`config.mk`:
```
export PLATFORM = sky130hd
export DESIGN_NAME = nearest_target_centering_unit
export DESIGN_NICKNAME = d
export VERILOG_FILES = /design/src/hw/rtl/ntc_pkg.sv /design/src/hw/rtl/ntc_ram.sv /design/src/hw/rtl/ntc_csr.sv /design/src/hw/rtl/ntc_select.sv /design/src/hw/rtl/ntc_track.sv /design/src/hw/rtl/nearest_target_centering_unit.sv
export SDC_FILE = /design/constraint.sdc
export NUM_CORES = 1
export LEC_CHECK = 0
export BUFFER_PORTS_ARGS = -buffer_cell sky130_fd_sc_hd__buf_4
export CAP_MARGIN = 20
export CORE_MARGIN = 10
export CORE_UTILIZATION = 45
export DETAILED_ROUTE_END_ITERATION = 8
export SLEW_MARGIN = 40
export SYNTH_ARGS = -nofsm -noshare
export SYNTH_HDL_FRONTEND = slang
export SYNTH_SLANG_ARGS = --single-unit
export TNS_END_PERCENT = 20
```
`constraint.sdc`:
```
create_clock -name clock -period 10 [get_ports clock]
set_input_delay 0.5 -clock clock [delete_from_list [all_inputs] [get_ports clock]]
set_output_delay 0.5 -clock clock [all_outputs]
set_load 0.03 [all_outputs]
```
`src/hw/rtl/ntc_pkg.sv`:
```
// ----------------------------------------------------------------------------
// ntc_pkg
// Types and constants shared by the nearest target centering unit.
// ----------------------------------------------------------------------------
package ntc_pkg;

   // Register map
   localparam int CSR_DATA_BITS = 32;
   localparam int CSR_ADDR_BITS = 5;
   localparam int REG_IDX_BITS  = 3;

   localparam logic [REG_IDX_BITS-1:0] REG_CENTER_X    = 3'd0;
   localparam logic [REG_IDX_BITS-1:0] REG_CENTER_Y    = 3'd1;
   localparam logic [REG_IDX_BITS-1:0] REG_CENTER_EN   = 3'd2;
   localparam logic [REG_IDX_BITS-1:0] REG_JUMP_THRESH = 3'd3;
   localparam logic [REG_IDX_BITS-1:0] REG_LOST_LIMIT  = 3'd4;
   localparam logic [REG_IDX_BITS-1:0] REG_FINE_BAND   = 3'd5;
   localparam logic [REG_IDX_BITS-1:0] REG_COARSE_BAND = 3'd6;

   // Reset values
   localparam int CENTER_X_RST    = 320;
   localparam int CENTER_Y_RST    = 240;
   localparam int JUMP_THRESH_RST = 7;
   localparam int LOST_LIMIT_RST  = 15;
   localparam int FINE_BAND_RST   = 5;
   localparam int COARSE_BAND_RST = 25;

   // Lost frame counter
   localparam int LOST_BITS = 5;
   localparam logic [LOST_BITS-1:0] LOST_MAX = 5'd31;

   // Step commands
   localparam int MOVE_BITS = 3;
   typedef logic signed [MOVE_BITS-1:0] move_type;
   localparam move_type MOVE_NEG2 = -3'sd2;
   localparam move_type MOVE_NEG1 = -3'sd1;
   localparam move_type MOVE_NONE = 3'sd0;
   localparam move_type MOVE_POS1 = 3'sd1;
   localparam move_type MOVE_POS2 = 3'sd2;

   // Frame summary control between selection and tracking
   typedef struct packed {
      logic valid;       // a frame ended, summary registered
      logic has_items;   // frame was not marked empty
      logic bypass_hit;  // selected entry was written in the ending cycle
   } frame_ctl_type;

endpackage

```
`src/hw/rtl/ntc_ram.sv`:
```
// ----------------------------------------------------------------------------
// ntc_ram
// Generic single write port RAM with registered read.
// ----------------------------------------------------------------------------
module ntc_ram #(
   parameter int WIDTH = 24,
   parameter int DEPTH = 16
) (
   input  logic                                         clock,
   input  logic                                         wr_en,
   input  logic [$clog2((DEPTH > 1) ? DEPTH : 2)-1:0]   wr_addr,
   input  logic [WIDTH-1:0]                             wr_data,
   input  logic                                         rd_en,
   input  logic [$clog2((DEPTH > 1) ? DEPTH : 2)-1:0]   rd_addr,
   output logic [WIDTH-1:0]                             rd_data_ff
);
   logic [WIDTH-1:0] mem_ff [DEPTH];

   always_ff @(posedge clock) begin
      if (wr_en) begin
         mem_ff[wr_addr] <= wr_data;
      end
      if (rd_en) begin
         rd_data_ff <= mem_ff[rd_addr];
      end
   end

endmodule

```
`src/hw/rtl/ntc_csr.sv`:
```
// ----------------------------------------------------------------------------
// ntc_csr
// Configuration registers behind a simple APB-style port.
// ----------------------------------------------------------------------------
module ntc_csr #(
   parameter int COORD_BITS = 12
) (
   input  logic                               clock,
   input  logic                               reset,
   input  logic                               csr_psel,
   input  logic                               csr_penable,
   input  logic                               csr_pwrite,
   input  logic [ntc_pkg::CSR_ADDR_BITS-1:0]  csr_paddr,
   input  logic [ntc_pkg::CSR_DATA_BITS-1:0]  csr_pwdata,
   output logic [ntc_pkg::CSR_DATA_BITS-1:0]  csr_prdata,
   output logic                               csr_pready,
   output logic [COORD_BITS-1:0]              ctr_col,
   output logic [COORD_BITS-1:0]              ctr_row,
   output logic                               centering_enable,
   output logic [COORD_BITS:0]                jump_threshold,
   output logic [ntc_pkg::LOST_BITS-1:0]      lost_limit,
   output logic [COORD_BITS-1:0]              fine_band,
   output logic [COORD_BITS-1:0]              coarse_band
);
   localparam int DB = ntc_pkg::CSR_DATA_BITS;

   logic [COORD_BITS-1:0]         ctr_col_ff, ctr_row_ff;
   logic                          enable_ff;
   logic [COORD_BITS:0]           thresh_ff;
   logic [ntc_pkg::LOST_BITS-1:0] limit_ff;
   logic [COORD_BITS-1:0]         fine_ff, coarse_ff;
   logic [ntc_pkg::REG_IDX_BITS-1:0] reg_idx;
   logic                          wr_en;

   assign reg_idx    = csr_paddr[ntc_pkg::CSR_ADDR_BITS-1:2];
   assign csr_pready = 1'b1;
   assign wr_en      = csr_psel & csr_penable & csr_pwrite & csr_pready;

   always_ff @(posedge clock) begin
      if (reset) begin
         ctr_col_ff <= COORD_BITS'(ntc_pkg::CENTER_X_RST);
         ctr_row_ff <= COORD_BITS'(ntc_pkg::CENTER_Y_RST);
         enable_ff  <= 1'b0;
         thresh_ff  <= (COORD_BITS+1)'(ntc_pkg::JUMP_THRESH_RST);
         limit_ff   <= ntc_pkg::LOST_BITS'(ntc_pkg::LOST_LIMIT_RST);
         fine_ff    <= COORD_BITS'(ntc_pkg::FINE_BAND_RST);
         coarse_ff  <= COORD_BITS'(ntc_pkg::COARSE_BAND_RST);
      end else if (wr_en) begin
         unique case (reg_idx)
            ntc_pkg::REG_CENTER_X:    ctr_col_ff <= csr_pwdata[COORD_BITS-1:0];
            ntc_pkg::REG_CENTER_Y:    ctr_row_ff <= csr_pwdata[COORD_BITS-1:0];
            ntc_pkg::REG_CENTER_EN:   enable_ff  <= csr_pwdata[0];
            ntc_pkg::REG_JUMP_THRESH: thresh_ff  <= csr_pwdata[COORD_BITS:0];
            ntc_pkg::REG_LOST_LIMIT:  limit_ff   <= csr_pwdata[ntc_pkg::LOST_BITS-1:0];
            ntc_pkg::REG_FINE_BAND:   fine_ff    <= csr_pwdata[COORD_BITS-1:0];
            ntc_pkg::REG_COARSE_BAND: coarse_ff  <= csr_pwdata[COORD_BITS-1:0];
            default: ;
         endcase
      end
   end

   always_comb begin
      unique case (reg_idx)
         ntc_pkg::REG_CENTER_X:    csr_prdata = DB'(ctr_col_ff);
         ntc_pkg::REG_CENTER_Y:    csr_prdata = DB'(ctr_row_ff);
         ntc_pkg::REG_CENTER_EN:   csr_prdata = DB'(enable_ff);
         ntc_pkg::REG_JUMP_THRESH: csr_prdata = DB'(thresh_ff);
         ntc_pkg::REG_LOST_LIMIT:  csr_prdata = DB'(limit_ff);
         ntc_pkg::REG_FINE_BAND:   csr_prdata = DB'(fine_ff);
         ntc_pkg::REG_COARSE_BAND: csr_prdata = DB'(coarse_ff);
         default:                  csr_prdata = '0;
      endcase
   end

   assign ctr_col          = ctr_col_ff;
   assign ctr_row          = ctr_row_ff;
   assign centering_enable = enable_ff;
   assign jump_threshold   = thresh_ff;
   assign lost_limit       = limit_ff;
   assign fine_band        = fine_ff;
   assign coarse_band      = coarse_ff;

endmodule

```
`src/hw/rtl/ntc_select.sv`:
```
// ----------------------------------------------------------------------------
// ntc_select
// Stores each frame's coordinates and keeps a running minimum of the
// Manhattan distance to the image center; registers a frame summary.
// ----------------------------------------------------------------------------
module ntc_select #(
   parameter int MAX_TARGETS = 16,
   parameter int COORD_BITS  = 12
) (
   input  logic                   clock,
   input  logic                   reset,
   input  logic                   advance,
   input  logic                   in_valid,
   input  logic [COORD_BITS-1:0]  in_x,
   input  logic [COORD_BITS-1:0]  in_y,
   input  logic                   in_last,
   input  logic                   in_empty,
   input  logic [COORD_BITS-1:0]  ctr_col,
   input  logic [COORD_BITS-1:0]  ctr_row,
   output ntc_pkg::frame_ctl_type frame_ctl,
   output logic [COORD_BITS-1:0]  sel_x,
   output logic [COORD_BITS-1:0]  sel_y
);
   localparam int IW = (MAX_TARGETS > 1) ? $clog2(MAX_TARGETS) : 1;
   localparam int CW = $clog2(MAX_TARGETS + 1);
   localparam int DW = COORD_BITS + 1;
   localparam int EW = 2 * COORD_BITS;

   logic [CW-1:0] count_ff, count_in;
   logic [IW-1:0] idx_ff, idx_in;
   logic [DW-1:0] best_ff, best_in;

   ntc_pkg::frame_ctl_type ctl_ff, ctl_in;
   logic [COORD_BITS-1:0]  byp_x_ff, byp_y_ff;

   logic                  take, room, better, ends;
   logic [COORD_BITS-1:0] dx, dy;
   logic [DW-1:0]         gap, bound;
   logic                  wr_en;
   logic [IW-1:0]         wr_addr;
   logic [EW-1:0]         wr_data, rd_data;

   assign take = advance & in_valid;
   assign ends = in_empty | in_last;
   assign room = count_ff < CW'(MAX_TARGETS);

   assign dx    = (in_x > ctr_col) ? in_x - ctr_col : ctr_col - in_x;
   assign dy    = (in_y > ctr_row) ? in_y - ctr_row : ctr_row - in_y;
   assign gap   = {1'b0, dx} + {1'b0, dy};
   // first item of a frame restarts the minimum at the center sum
   assign bound = (count_ff == '0) ? {1'b0, ctr_col} + {1'b0, ctr_row} : best_ff;
   assign better = gap < bound;

   always_comb begin
      count_in = count_ff;
      idx_in   = idx_ff;
      best_in  = best_ff;
      wr_en    = 1'b0;
      wr_addr  = count_ff[IW-1:0];
      wr_data  = {in_y, in_x};
      if (in_empty) begin
         // empty frame: drop collected items, entry zero becomes blank
         count_in = '0;
         idx_in   = '0;
         wr_en    = take;
         wr_addr  = '0;
         wr_data  = '0;
      end else begin
         wr_en = take & room;
         if (room) begin
            best_in = better ? gap : bound;
            if (better) begin
               idx_in = count_ff[IW-1:0];
            end
         end
         count_in = in_last ? '0 : count_ff + CW'(room);
      end
   end

   always_comb begin
      ctl_in            = '0;
      ctl_in.valid      = in_valid & ends;
      ctl_in.has_items  = ~in_empty;
      ctl_in.bypass_hit = wr_en & (wr_addr == idx_in);
   end

   always_ff @(posedge clock) begin
      if (reset) begin
         count_ff <= '0;
         idx_ff   <= '0;
         best_ff  <= '0;
         ctl_ff   <= '0;
      end else if (advance) begin
         ctl_ff <= ctl_in;
         if (in_valid) begin
            count_ff <= count_in;
            idx_ff   <= idx_in;
            best_ff  <= best_in;
         end
      end
   end

   always_ff @(posedge clock) begin
      if (take) begin
         byp_x_ff <= in_empty ? '0 : in_x;
         byp_y_ff <= in_empty ? '0 : in_y;
      end
   end

   ntc_ram #(
      .WIDTH (EW),
      .DEPTH (MAX_TARGETS)
   ) u_store (
      .clock      (clock),
      .wr_en      (wr_en),
      .wr_addr    (wr_addr),
      .wr_data    (wr_data),
      .rd_en      (take & ends),
      .rd_addr    (idx_in),
      .rd_data_ff (rd_data)
   );

   assign frame_ctl = ctl_ff;
   assign sel_x = ctl_ff.bypass_hit ? byp_x_ff : rd_data[COORD_BITS-1:0];
   assign sel_y = ctl_ff.bypass_hit ? byp_y_ff : rd_data[EW-1:COORD_BITS];

endmodule

```
`src/hw/rtl/ntc_track.sv`:
```
// ----------------------------------------------------------------------------
// ntc_track
// Focus point tracking, lost frame count and step quantization; holds the
// result register.
// ----------------------------------------------------------------------------
module ntc_track #(
   parameter int COORD_BITS = 12
) (
   input  logic                          clock,
   input  logic                          reset,
   input  logic                          advance,
   input  ntc_pkg::frame_ctl_type        frame_ctl,
   input  logic [COORD_BITS-1:0]         sel_x,
   input  logic [COORD_BITS-1:0]         sel_y,
   input  logic [COORD_BITS-1:0]         ctr_col,
   input  logic [COORD_BITS-1:0]         ctr_row,
   input  logic                          centering_enable,
   input  logic [COORD_BITS:0]           jump_threshold,
   input  logic [ntc_pkg::LOST_BITS-1:0] lost_limit,
   input  logic [COORD_BITS-1:0]         fine_band,
   input  logic [COORD_BITS-1:0]         coarse_band,
   output logic                          out_valid,
   output ntc_pkg::move_type             move_x,
   output ntc_pkg::move_type             move_y,
   output logic                          focus_changed,
   output logic [COORD_BITS-1:0]         focus_x,
   output logic [COORD_BITS-1:0]         focus_y
);
   localparam int DW = COORD_BITS + 1;

   logic                          valid_ff;
   logic [COORD_BITS-1:0]         fx_ff, fy_ff, fx_in, fy_in;
   logic [ntc_pkg::LOST_BITS-1:0] lost_ff, lost_in;
   ntc_pkg::move_type             mx_ff, my_ff, mx_in, my_in;
   logic                          changed_ff;

   logic                          lost_over, target_seen, jump, update;
   logic [COORD_BITS-1:0]         fx_base, fy_base, ax, ay;
   logic [ntc_pkg::LOST_BITS-1:0] lost_base;
   logic [DW-1:0]                 jump_gap;
   logic signed [DW-1:0]          off_x, off_y;

   function automatic ntc_pkg::move_type quantize(
      input logic signed [DW-1:0] off,
      input logic [COORD_BITS-1:0] fine,
      input logic [COORD_BITS-1:0] coarse
   );
      logic signed [DW-1:0] f, c;
      ntc_pkg::move_type    m;
      f = $signed({1'b0, fine});
      c = $signed({1'b0, coarse});
      if (off > c) begin
         m = ntc_pkg::MOVE_POS2;
      end else if (off > f) begin
         m = ntc_pkg::MOVE_POS1;
      end else if (off < -c) begin
         m = ntc_pkg::MOVE_NEG2;
      end else if (off < -f) begin
         m = ntc_pkg::MOVE_NEG1;
      end else begin
         m = ntc_pkg::MOVE_NONE;
      end
      return m;
   endfunction

   assign update = advance & frame_ctl.valid;

   // too many frames without a target: focus clears before this frame is judged
   assign lost_over = lost_ff > lost_limit;
   assign lost_base = lost_over ? '0 : lost_ff;
   assign fx_base   = lost_over ? '0 : fx_ff;
   assign fy_base   = lost_over ? '0 : fy_ff;

   assign target_seen = sel_x != '0;
   assign ax       = (fx_base > sel_x) ? fx_base - sel_x : sel_x - fx_base;
   assign ay       = (fy_base > sel_y) ? fy_base - sel_y : sel_y - fy_base;
   assign jump_gap = {1'b0, ax} + {1'b0, ay};
   assign jump     = target_seen & (jump_gap > jump_threshold);

   assign off_x = $signed({1'b0, sel_x}) - $signed({1'b0, ctr_col});
   assign off_y = $signed({1'b0, sel_y}) - $signed({1'b0, ctr_row});

   always_comb begin
      fx_in = jump ? sel_x : fx_base;
      fy_in = jump ? sel_y : fy_base;
      if (target_seen) begin
         lost_in = '0;
      end else if (lost_base == ntc_pkg::LOST_MAX) begin
         lost_in = lost_base;
      end else begin
         lost_in = lost_base + 1'b1;
      end
      if (jump && frame_ctl.has_items) begin
         mx_in = quantize(off_x, fine_band, coarse_band);
         my_in = quantize(off_y, fine_band, coarse_band);
      end else begin
         mx_in = ntc_pkg::MOVE_NONE;
         my_in = ntc_pkg::MOVE_NONE;
      end
   end

   always_ff @(posedge clock) begin
      if (reset) begin
         valid_ff   <= 1'b0;
         fx_ff      <= '0;
         fy_ff      <= '0;
         lost_ff    <= '0;
         mx_ff      <= ntc_pkg::MOVE_NONE;
         my_ff      <= ntc_pkg::MOVE_NONE;
         changed_ff <= 1'b0;
      end else if (advance) begin
         valid_ff <= frame_ctl.valid;
         if (update) begin
            changed_ff <= centering_enable & jump;
            if (centering_enable) begin
               fx_ff   <= fx_in;
               fy_ff   <= fy_in;
               lost_ff <= lost_in;
               mx_ff   <= mx_in;
               my_ff   <= my_in;
            end
         end
      end
   end

   assign out_valid     = valid_ff;
   assign move_x        = mx_ff;
   assign move_y        = my_ff;
   assign focus_changed = changed_ff;
   assign focus_x       = fx_ff;
   assign focus_y       = fy_ff;

endmodule

```
`src/hw/rtl/nearest_target_centering_unit.sv`:
```
// The last item of a frame passes the input register, the frame summary and the result register to its result item.
// Throughput: one item per cycle while no result waits on rsp_tready; one result item per frame.
// The pipeline (input register, frame summary with store read, result
// register) moves as one; it holds whenever a result waits on rsp_tready.
// Reset: synchronous; clears control, tracking state and registers to defaults.
// The coordinate store is not cleared and holds no data until written.
// ----------------------------------------------------------------------------
// nearest_target_centering_unit
// Picks the target nearest the image center each frame and tracks a focus.
// ----------------------------------------------------------------------------
module nearest_target_centering_unit #(
   parameter int MAX_TARGETS = 16,
   parameter int COORD_BITS  = 12
) (
   input  logic                              clock,
   input  logic                              reset,
   // req_tdata: coord_x, coord_y
   input  logic                              req_tvalid,
   output logic                              req_tready,
   input  logic [((2 * COORD_BITS + 7) / 8) * 8 - 1:0] req_tdata,
   input  logic                              req_tlast,
   // req_tuser: frame_empty
   input  logic                              req_tuser,
   // rsp_tdata: move_x, move_y, focus_changed, focus_x, focus_y
   output logic                              rsp_tvalid,
   input  logic                              rsp_tready,
   output logic [((2 * ntc_pkg::MOVE_BITS + 1 + 2 * COORD_BITS + 7) / 8) * 8 - 1:0] rsp_tdata,
   input  logic                              csr_psel,
   input  logic                              csr_penable,
   input  logic                              csr_pwrite,
   input  logic [ntc_pkg::CSR_ADDR_BITS-1:0] csr_paddr,
   input  logic [ntc_pkg::CSR_DATA_BITS-1:0] csr_pwdata,
   output logic [ntc_pkg::CSR_DATA_BITS-1:0] csr_prdata,
   output logic                              csr_pready
);
   localparam int IW  = 2 * COORD_BITS;
   localparam int OW  = 2 * ntc_pkg::MOVE_BITS + 1 + 2 * COORD_BITS;
   localparam int OBW = ((OW + 7) / 8) * 8;

   logic                          advance;
   logic                          in_valid_ff;
   logic [COORD_BITS-1:0]         in_x_ff, in_y_ff;
   logic                          in_last_ff, in_empty_ff;

   logic [COORD_BITS-1:0]         ctr_col, ctr_row, fine_band, coarse_band;
   logic                          centering_enable;
   logic [COORD_BITS:0]           jump_threshold;
   logic [ntc_pkg::LOST_BITS-1:0] lost_limit;

   ntc_pkg::frame_ctl_type        frame_ctl;
   logic [COORD_BITS-1:0]         sel_x, sel_y, focus_x, focus_y;
   ntc_pkg::move_type             move_x, move_y;
   logic                          focus_changed;

   assign advance    = ~rsp_tvalid | rsp_tready;
   assign req_tready = advance;

   always_ff @(posedge clock) begin
      if (reset) begin
         in_valid_ff <= 1'b0;
      end else if (advance) begin
         in_valid_ff <= req_tvalid;
      end
   end

   always_ff @(posedge clock) begin
      if (advance & req_tvalid) begin
         in_x_ff     <= req_tdata[COORD_BITS-1:0];
         in_y_ff     <= req_tdata[IW-1:COORD_BITS];
         in_last_ff  <= req_tlast;
         in_empty_ff <= req_tuser;
      end
   end

   ntc_csr #(
      .COORD_BITS (COORD_BITS)
   ) u_csr (
      .clock            (clock),
      .reset            (reset),
      .csr_psel         (csr_psel),
      .csr_penable      (csr_penable),
      .csr_pwrite       (csr_pwrite),
      .csr_paddr        (csr_paddr),
      .csr_pwdata       (csr_pwdata),
      .csr_prdata       (csr_prdata),
      .csr_pready       (csr_pready),
      .ctr_col          (ctr_col),
      .ctr_row          (ctr_row),
      .centering_enable (centering_enable),
      .jump_threshold   (jump_threshold),
      .lost_limit       (lost_limit),
      .fine_band        (fine_band),
      .coarse_band      (coarse_band)
   );

   ntc_select #(
      .MAX_TARGETS (MAX_TARGETS),
      .COORD_BITS  (COORD_BITS)
   ) u_select (
      .clock     (clock),
      .reset     (reset),
      .advance   (advance),
      .in_valid  (in_valid_ff),
      .in_x      (in_x_ff),
      .in_y      (in_y_ff),
      .in_last   (in_last_ff),
      .in_empty  (in_empty_ff),
      .ctr_col   (ctr_col),
      .ctr_row   (ctr_row),
      .frame_ctl (frame_ctl),
      .sel_x     (sel_x),
      .sel_y     (sel_y)
   );

   ntc_track #(
      .COORD_BITS (COORD_BITS)
   ) u_track (
      .clock            (clock),
      .reset            (reset),
      .advance          (advance),
      .frame_ctl        (frame_ctl),
      .sel_x            (sel_x),
      .sel_y            (sel_y),
      .ctr_col          (ctr_col),
      .ctr_row          (ctr_row),
      .centering_enable (centering_enable),
      .jump_threshold   (jump_threshold),
      .lost_limit       (lost_limit),
      .fine_band        (fine_band),
      .coarse_band      (coarse_band),
      .out_valid        (rsp_tvalid),
      .move_x           (move_x),
      .move_y           (move_y),
      .focus_changed    (focus_changed),
      .focus_x          (focus_x),
      .focus_y          (focus_y)
   );

   assign rsp_tdata = OBW'({focus_y, focus_x, focus_changed, move_y, move_x});

endmodule

```
After elaboration in Yosys (flattened, before gate mapping). Memories as Yosys holds them, arrays and structs flattened. A register that Yosys moved wholly into a read port is not among the register bits. Cells that the tools add are included.

Add/subtract/negate cells: 17. Multiply operators: 0. Div/mod/pow operators: 0. Magnitude comparators: 16. Equality and inequality tests: 8. Shift-type cells: 0. Mux-type cells: 36. Bitwise operators: 15. Reduce and logical (&&, ||, !) cells: 15.

Operator list (count): two-way mux 12 bit (10); subtractor 12 bit (8); case mux 13 bit (7 select lines) (1); > comparator 13 bit (5); less-than comparator 13 bit (5); > comparator 12 bit (4); adder 12 x 12 -> 13 bit (3); two-way mux 3 bit (10); two-way mux 13 bit (2); negator 12 -> 13 bit (2); subtractor 12 x 12 -> 13 bit (2); two-way mux 5 bit (5); two-way mux 24 bit (1); AND reduction 2 bit (9); two-way mux 4 bit (4); nonzero test 12 bit (1); bitwise AND 1 bit (11); == test 3 bit (second input constant) (3); == test 3 x 2 -> 1 bit (second input constant) (2); adder 5 x 1 -> 5 bit (1); adder 5 x 1 -> 5 bit (second input constant) (1); == test 5 bit (second input constant) (1); > comparator 5 bit (1); zero test 5 bit (1); other kinds (10) (14).

Bits in registers: 180. Bits in latches: 0. RAM bits: 384. Memory bits (read-only): 0. Input port bits: 70. Output and inout bits: 67. Word-level logic and storage cells: 135. Memories: 1.

Memories: u_select.u_store.mem_ff (words 16, width 24, read ports 1, clocked after memory_dff 1, write ports 1, line ntc_ram.sv:17) `logic [WIDTH-1:0] mem_ff [DEPTH];`.

Longest topological paths before layout.
Depth in word-level cells: 9. Mapped depth: 45. Mapped depth without buffers: 40.

Cells and area by module. From an unflattened synthesis, not the netlist that was laid out.

Cell total of the unflattened synthesis: 2872. Area total of the unflattened synthesis: 33880.0 um^2.

Modules (own cells, without submodules): ntc_ram (instances 1, cells an instance 636, area an instance 15170.8 um^2, sequential area each 12251.8 um^2); ntc_track (instances 1, cells an instance 1086, area an instance 8308.0 um^2, sequential area each 740.7 um^2); ntc_select (instances 1, cells an instance 771, area an instance 6107.1 um^2, sequential area each 1221.2 um^2); ntc_csr (instances 1, cells an instance 344, area an instance 3437.0 um^2, sequential area each 1341.3 um^2); nearest_target_centering_unit (instances 1, cells an instance 35, area an instance 857.1 um^2, sequential area each 800.8 um^2).

Worst setup path after synthesis. No wires, ideal clock.

Path kind: register to register. From: reg u_csr.limit_ff, in the netlist u_csr.lost_limit[1]. To: reg u_track.my_ff[0] (netlist: u_track.move_y[0]). Setup time: 0.060 ns. Arrival time: 7.828 ns. Setup slack: 2.112 ns. Stages on the path, launching flop included: 44. Period minus slack after synthesis: 7.888 ns. Cell sequence: dfxtp_1 -> inv_1 -> ha_1 -> nor2b_1 -> o21a_1 -> o21ai_0 -> a21o_1 -> clkbuf_1 -> clkbuf_1 -> nand2_1 -> inv_1 -> ha_1 -> clkbuf_1 -> a21o_1 -> a21oi_1 -> o21ai_0 -> a21oi_1 -> o21ai_0 -> [... 8 more ...] -> a21boi_0 -> o21ai_0 -> a21boi_0 -> o21a_1 -> o21ai_0 -> nand2b_1 -> a2111oi_0 -> nor3_1 -> ha_1 -> nand4_1 -> nor2_1 -> a211oi_1 -> a211o_1 -> a31o_2 -> nor2_1 -> nand2_1 -> nor3b_1 -> a22o_1.

Word-level cells in the longest chain between the ends: 9. Elaborated cells between the ends (all ways): 16. Those cells by class: 5 x add/sub; 4 x order compare; 5 x mux; 1 x bitwise; 1 x reduce/logical.

RTL lines: from (decl) (line ntc_csr.sv:30) `logic [ntc_pkg::LOST_BITS-1:0] limit_ff;`; from (signal assigned) (line ntc_csr.sv:45) `limit_ff <= ntc_pkg::LOST_BITS'(ntc_pkg::LOST_LIMIT_RST);`; from (signal assigned) (line ntc_csr.sv:54) `ntc_pkg::REG_LOST_LIMIT: limit_ff <= csr_pwdata[ntc_pkg::LOST_BITS-1:0];`; > comparator 5 bit * (line ntc_track.sv:69) `assign lost_over = lost_ff > lost_limit;`; two-way mux 12 bit, on equally long branches (line ntc_track.sv:71, ntc_track.sv:72); subtractor 12 bit, or another cell as far along (line ntc_track.sv:75) `assign ax = (fx_base > sel_x) ? fx_base - sel_x : sel_x - fx_base;`; two-way mux 12 bit, on equally long branches (line ntc_track.sv:75, ntc_track.sv:76); adder 12 x 12 -> 13 bit * (line ntc_track.sv:77) `assign jump_gap = {1'b0, ax} + {1'b0, ay};`; > comparator 13 bit * (line ntc_track.sv:78) `assign jump = target_seen & (jump_gap > jump_threshold);`; bitwise AND 1 bit * (line ntc_track.sv:78); logical AND 1 bit * (line ntc_track.sv:93) `if (jump && frame_ctl.has_items) begin`; two-way mux 3 bit * (line ntc_track.sv:93); to (signal assigned) (line ntc_track.sv:109) `my_ff <= ntc_pkg::MOVE_NONE;`; to (signal assigned) (line ntc_track.sv:120) `my_ff <= my_in;`; to (decl) (line ntc_track.sv:34) `ntc_pkg::move_type mx_ff, my_ff, mx_in, my_in;`.

Every way passes the cells marked *; elsewhere a longest branch is shown, timed or not. A chain may end at the register's enable or synchronous reset.

Final worst setup path.
From: reg u_csr.ctr_col_ff[0] (netlist: u_csr.ctr_col[0]). To: reg u_select.u_store.rd_data_ff[1], read port of u_select.u_store.mem_ff (data pin).

Word-level cells in the longest chain between the ends: 7. Elaborated cells between the ends (all ways): 11. Those cells by class: 4 x add/sub; 2 x order compare; 5 x mux.

RTL lines: from (decl) (line ntc_csr.sv:27) `logic [COORD_BITS-1:0] ctr_col_ff, ctr_row_ff;`; from (signal assigned) (line ntc_csr.sv:41) `ctr_col_ff <= COORD_BITS'(ntc_pkg::CENTER_X_RST);`; from (signal assigned) (line ntc_csr.sv:50) `ntc_pkg::REG_CENTER_X: ctr_col_ff <= csr_pwdata[COORD_BITS-1:0];`; subtractor 12 bit or > comparator 12 bit (tied branches) (line ntc_select.sv:47) `assign dx = (in_x > ctr_col) ? in_x - ctr_col : ctr_col - in_x;`; two-way mux 12 bit (line ntc_select.sv:47); adder 12 x 12 -> 13 bit (line ntc_select.sv:49) `assign gap = {1'b0, dx} + {1'b0, dy};`; less-than comparator 13 bit * (line ntc_select.sv:52) `assign better = gap < bound;`; two-way mux 4 bit * (line ntc_select.sv:72) `if (better) begin`; two-way mux 4 bit * (line ntc_select.sv:70) `if (room) begin`; two-way mux 4 bit * (line ntc_select.sv:61) `if (in_empty) begin`; to (decl) (line ntc_ram.sv:15) `output logic [WIDTH-1:0] rd_data_ff`.

Marked as above.

==> impl_results.md <==
- Status: completed
- Mean Syn Cell Area: 11.3 sq um
- Total CTS buffers: 66
- Root buffer cell: clkbuf_16
- RSZ-0062 raised after global routing: false
- Final WL: 98300 microns
- Max VDD drop: 0.126 mV
- Grt met2 use: 0.381
- Setup slack after layout: 1.28 ns
- Final core occ: 0.511
- Worst Path Max Fanout: 17
- # DRC: 0
- Worst endpoint required time: 10.32 ns
- Maximum capacitance violations: 0
- Clk sinks: 588
- Post CTS Setup Buffer Count: 0
- Synth Instances: 2955
- Via Count: 23500
- Global routing usage on met1: 0.277
- First-pass DRT Iterations: 7
- GPL Wtd Cong: 0.946
- Synth top area cells: edfxtp_1, ha_1, dfxtp_1, mux2_2, nor2_1
- Static Leak: 0.0141 uW
- Hold WC Path Type: input pin to flop
- CP top delay family: compound AO/OA/AOI/OAI gates
- Gr busiest metal: met2
- EDFF count, synth: 458
- Critical Path AT: 9.04 ns
- Fill cell count: 6389
- DP Wirelength: 71200 microns
- Area of the multi-input gates: 0.0158 sq mm
- Setup violators final: 0
- Max clock buf depth: 3
- Layout cells sized above 1: 0.177
- Layout Skew: 0.0353 ns
- Worst-path clk slew: 0.06 ns
- Setup TNS Final: 0 ns
- Clk Latency, worst-skew pair: 0.63 ns
- Post-synthesis sequential area ratio: 0.490
- ANT cells: 0
- Yosys top cell by area: edfxtp_1
- Total GRT Usage: 0.223
- Wirelength per Cell: 24.2 microns
- Worst path slowest cell: o21a_1
- Met3 Use GR: 0.0309
- Die Height: 292 microns
- I/O pin count: 137
- Yosys top cell area share: 0.412
- Drt initial violations: 1649
- Synth Cell Area: 0.0333 sq mm
- Commonest non-fill, non-tap cell in the layout: edfxtp_1
- Global-route wire length before repair: 145000 microns
- FMAX: 115 MHz
- CP endpoint kind: flop
- Most frequent cells in the layout: edfxtp_1, ha_1, nand2_1
- Fin nets: 3415
- Die X: 292 microns
- Die Area: 0.0854 sq mm
- Post_cts resized: 0
- FF+latch count, synth: 588
- Power density over the cells: 191 mW/mm^2
- Hold Buf Count CTS: 0
- Storage cell area: 0.0164 sq mm
- Vias in the first global route: 23500
- CTS tree: done
- Max Transition Viols Final: 0
- Top FF cell, synth: edfxtp_1
- Grt ovf: 0
- YS warnings: 0
- Fin crit period: 8.72 ns
- Fin cells: 4056
- Largest net degree at the start of global routing: 83
- Antenna-violating nets left: 0
- Htree depth: 3
- Placed cell count: 3940
- Initial core utilization: 0.456
- CP peak stage delay: 0.61 ns
- Least-Margin Pin Slew: 0.811 ns
- Asr flop ratio synth: 0
- Number of port buffers: 94
- Critical path buffers and inverters: 3
- Max transition margin: 0.455
- Core footprint: 0.0732 sq mm
- Setup CP Type: flop to flop
- Final period utilization: 0.872
- Final Hold Fails: 0
- Synth-to-layout area growth: 12.3%
- Num rows: 99
- Initial antenna violation count: 1
- Hold Slack: 0.0518 ns
- Yosys cell types: 82
- Startpoint types: flop
- Worst slack, placed: 1.19 ns
- Via density: 5.79
## final timing paths
| path | from | to | slack [ns] | cells after the start |
|---|---|---|---|---|
| worst min-delay path | req_tdata[2] | in_x_ff[2]$_DFFE_PP_ | 0.05 | 1 |
| worst max-delay path | u_csr.ctr_col[0]$_SDFFE_PP0P_ | u_select.u_store.rd_data_ff[1]$_DFFE_PP_ | 1.28 | 29 |
| worst max register to register | u_csr.ctr_col[0]$_SDFFE_PP0P_ | u_select.u_store.rd_data_ff[1]$_DFFE_PP_ | 1.28 | 29 |
| worst min register to register | u_select.best_ff[2]$_SDFFE_PP0P_ | u_select.best_ff[2]$_SDFFE_PP0P_ | 0.46 | 2 |
## routing by layer
metal | share of wire | wire length [microns]
met1 | 0.42 | 41000
met2 | 0.48 | 47400
met3 | 0.050 | 4960
met4 | 0.049 | 4860
met5 | 0 | 0
## final cells by class
cell class              count  area share
well taps                 959      0.0321
clock buffers              78      0.0467
multi-input cells        2052       0.421
repair buffers            150      0.0341
clock inverters            37     0.00959
inverters                 192      0.0193
flip-flops and latches    588       0.437
## per-stage QoR
step,power [uW],cell area (sq um)
finish,7140,37400
global route,7500,37400
CTS,7180,37400
detailed placement,4820,35300
global placement,4760,35100
floorplan,4260,33400
## worst register-to-register path: cells and delay by family, from the launching register on
| kind | cells | cell delay, ns |
|---|---|---|
| mux | 1 | 0.27 |
| simple gates | 8 | 2.34 |
| fa+ha+maj | 4 | 1.26 |
| xor+xnor | 2 | 0.32 |
| compound gates | 11 | 2.95 |
| flops | 1 | 0.55 |
| buf+inv | 3 | 0.72 |
## cell families after synthesis
logic type | count (synthesis) | synth area share
xor+xnor | 109 | 0.0286
other cells | 2 | 0.000225
mux | 282 | 0.0943
flops | 588 | 0.490
compound gates | 636 | 0.126
simple gates | 709 | 0.103
fa+ha+maj | 295 | 0.114
buf+inv | 334 | 0.0443
## synth_stat cells, types with 29 or more instances
cell and n:
ha_1 282, mux2i_1 69, o21a_1 29, a22oi_1 36
xnor2_1 78, nand3_1 46, o22ai_1 74, nor2_1 232
o21ai_0 84, a21o_1 65, dfxtp_1 130, nor3_1 38
nand4_1 31, clkbuf_1 71, edfxtp_1 458, a21oi_1 171
buf_4 32, xor2_1 31, inv_1 191, nor2b_1 38
mux2_2 198, nand2_1 214
## power breakdown
part           leakage (uW)  total (uW)  switching (uW)  internal, uW
sequential          0.00527        2720            24.7          2690
combinational       0.00781        2070            1240           832
clock               0.00103        2350            1030          1320
total                0.0141        7140            2290          4850
## registers in the layout (all words and copies together) (netlist names), 3 cells and up
signal and cells:
u_select.u_store.rd_data_ff 24, u_csr.fine_band 12, u_csr.ctr_col 12, in_x_ff 12, u_track.focus_x 12, u_select.byp_y_ff 12
u_csr.ctr_row 12, u_csr.jump_threshold 13, u_csr.lost_limit 5, u_track.focus_y 12, u_track.lost_ff 5, in_y_ff 12
u_select.frame_ctl 3, u_select.byp_x_ff 12, u_select.u_store.mem_ff 384, u_csr.coarse_band 12, u_select.idx_ff 4, u_track.move_y 3
u_select.best_ff 13, u_track.move_x 3, u_select.count_ff 5
(Power assumes the default switching activity.)
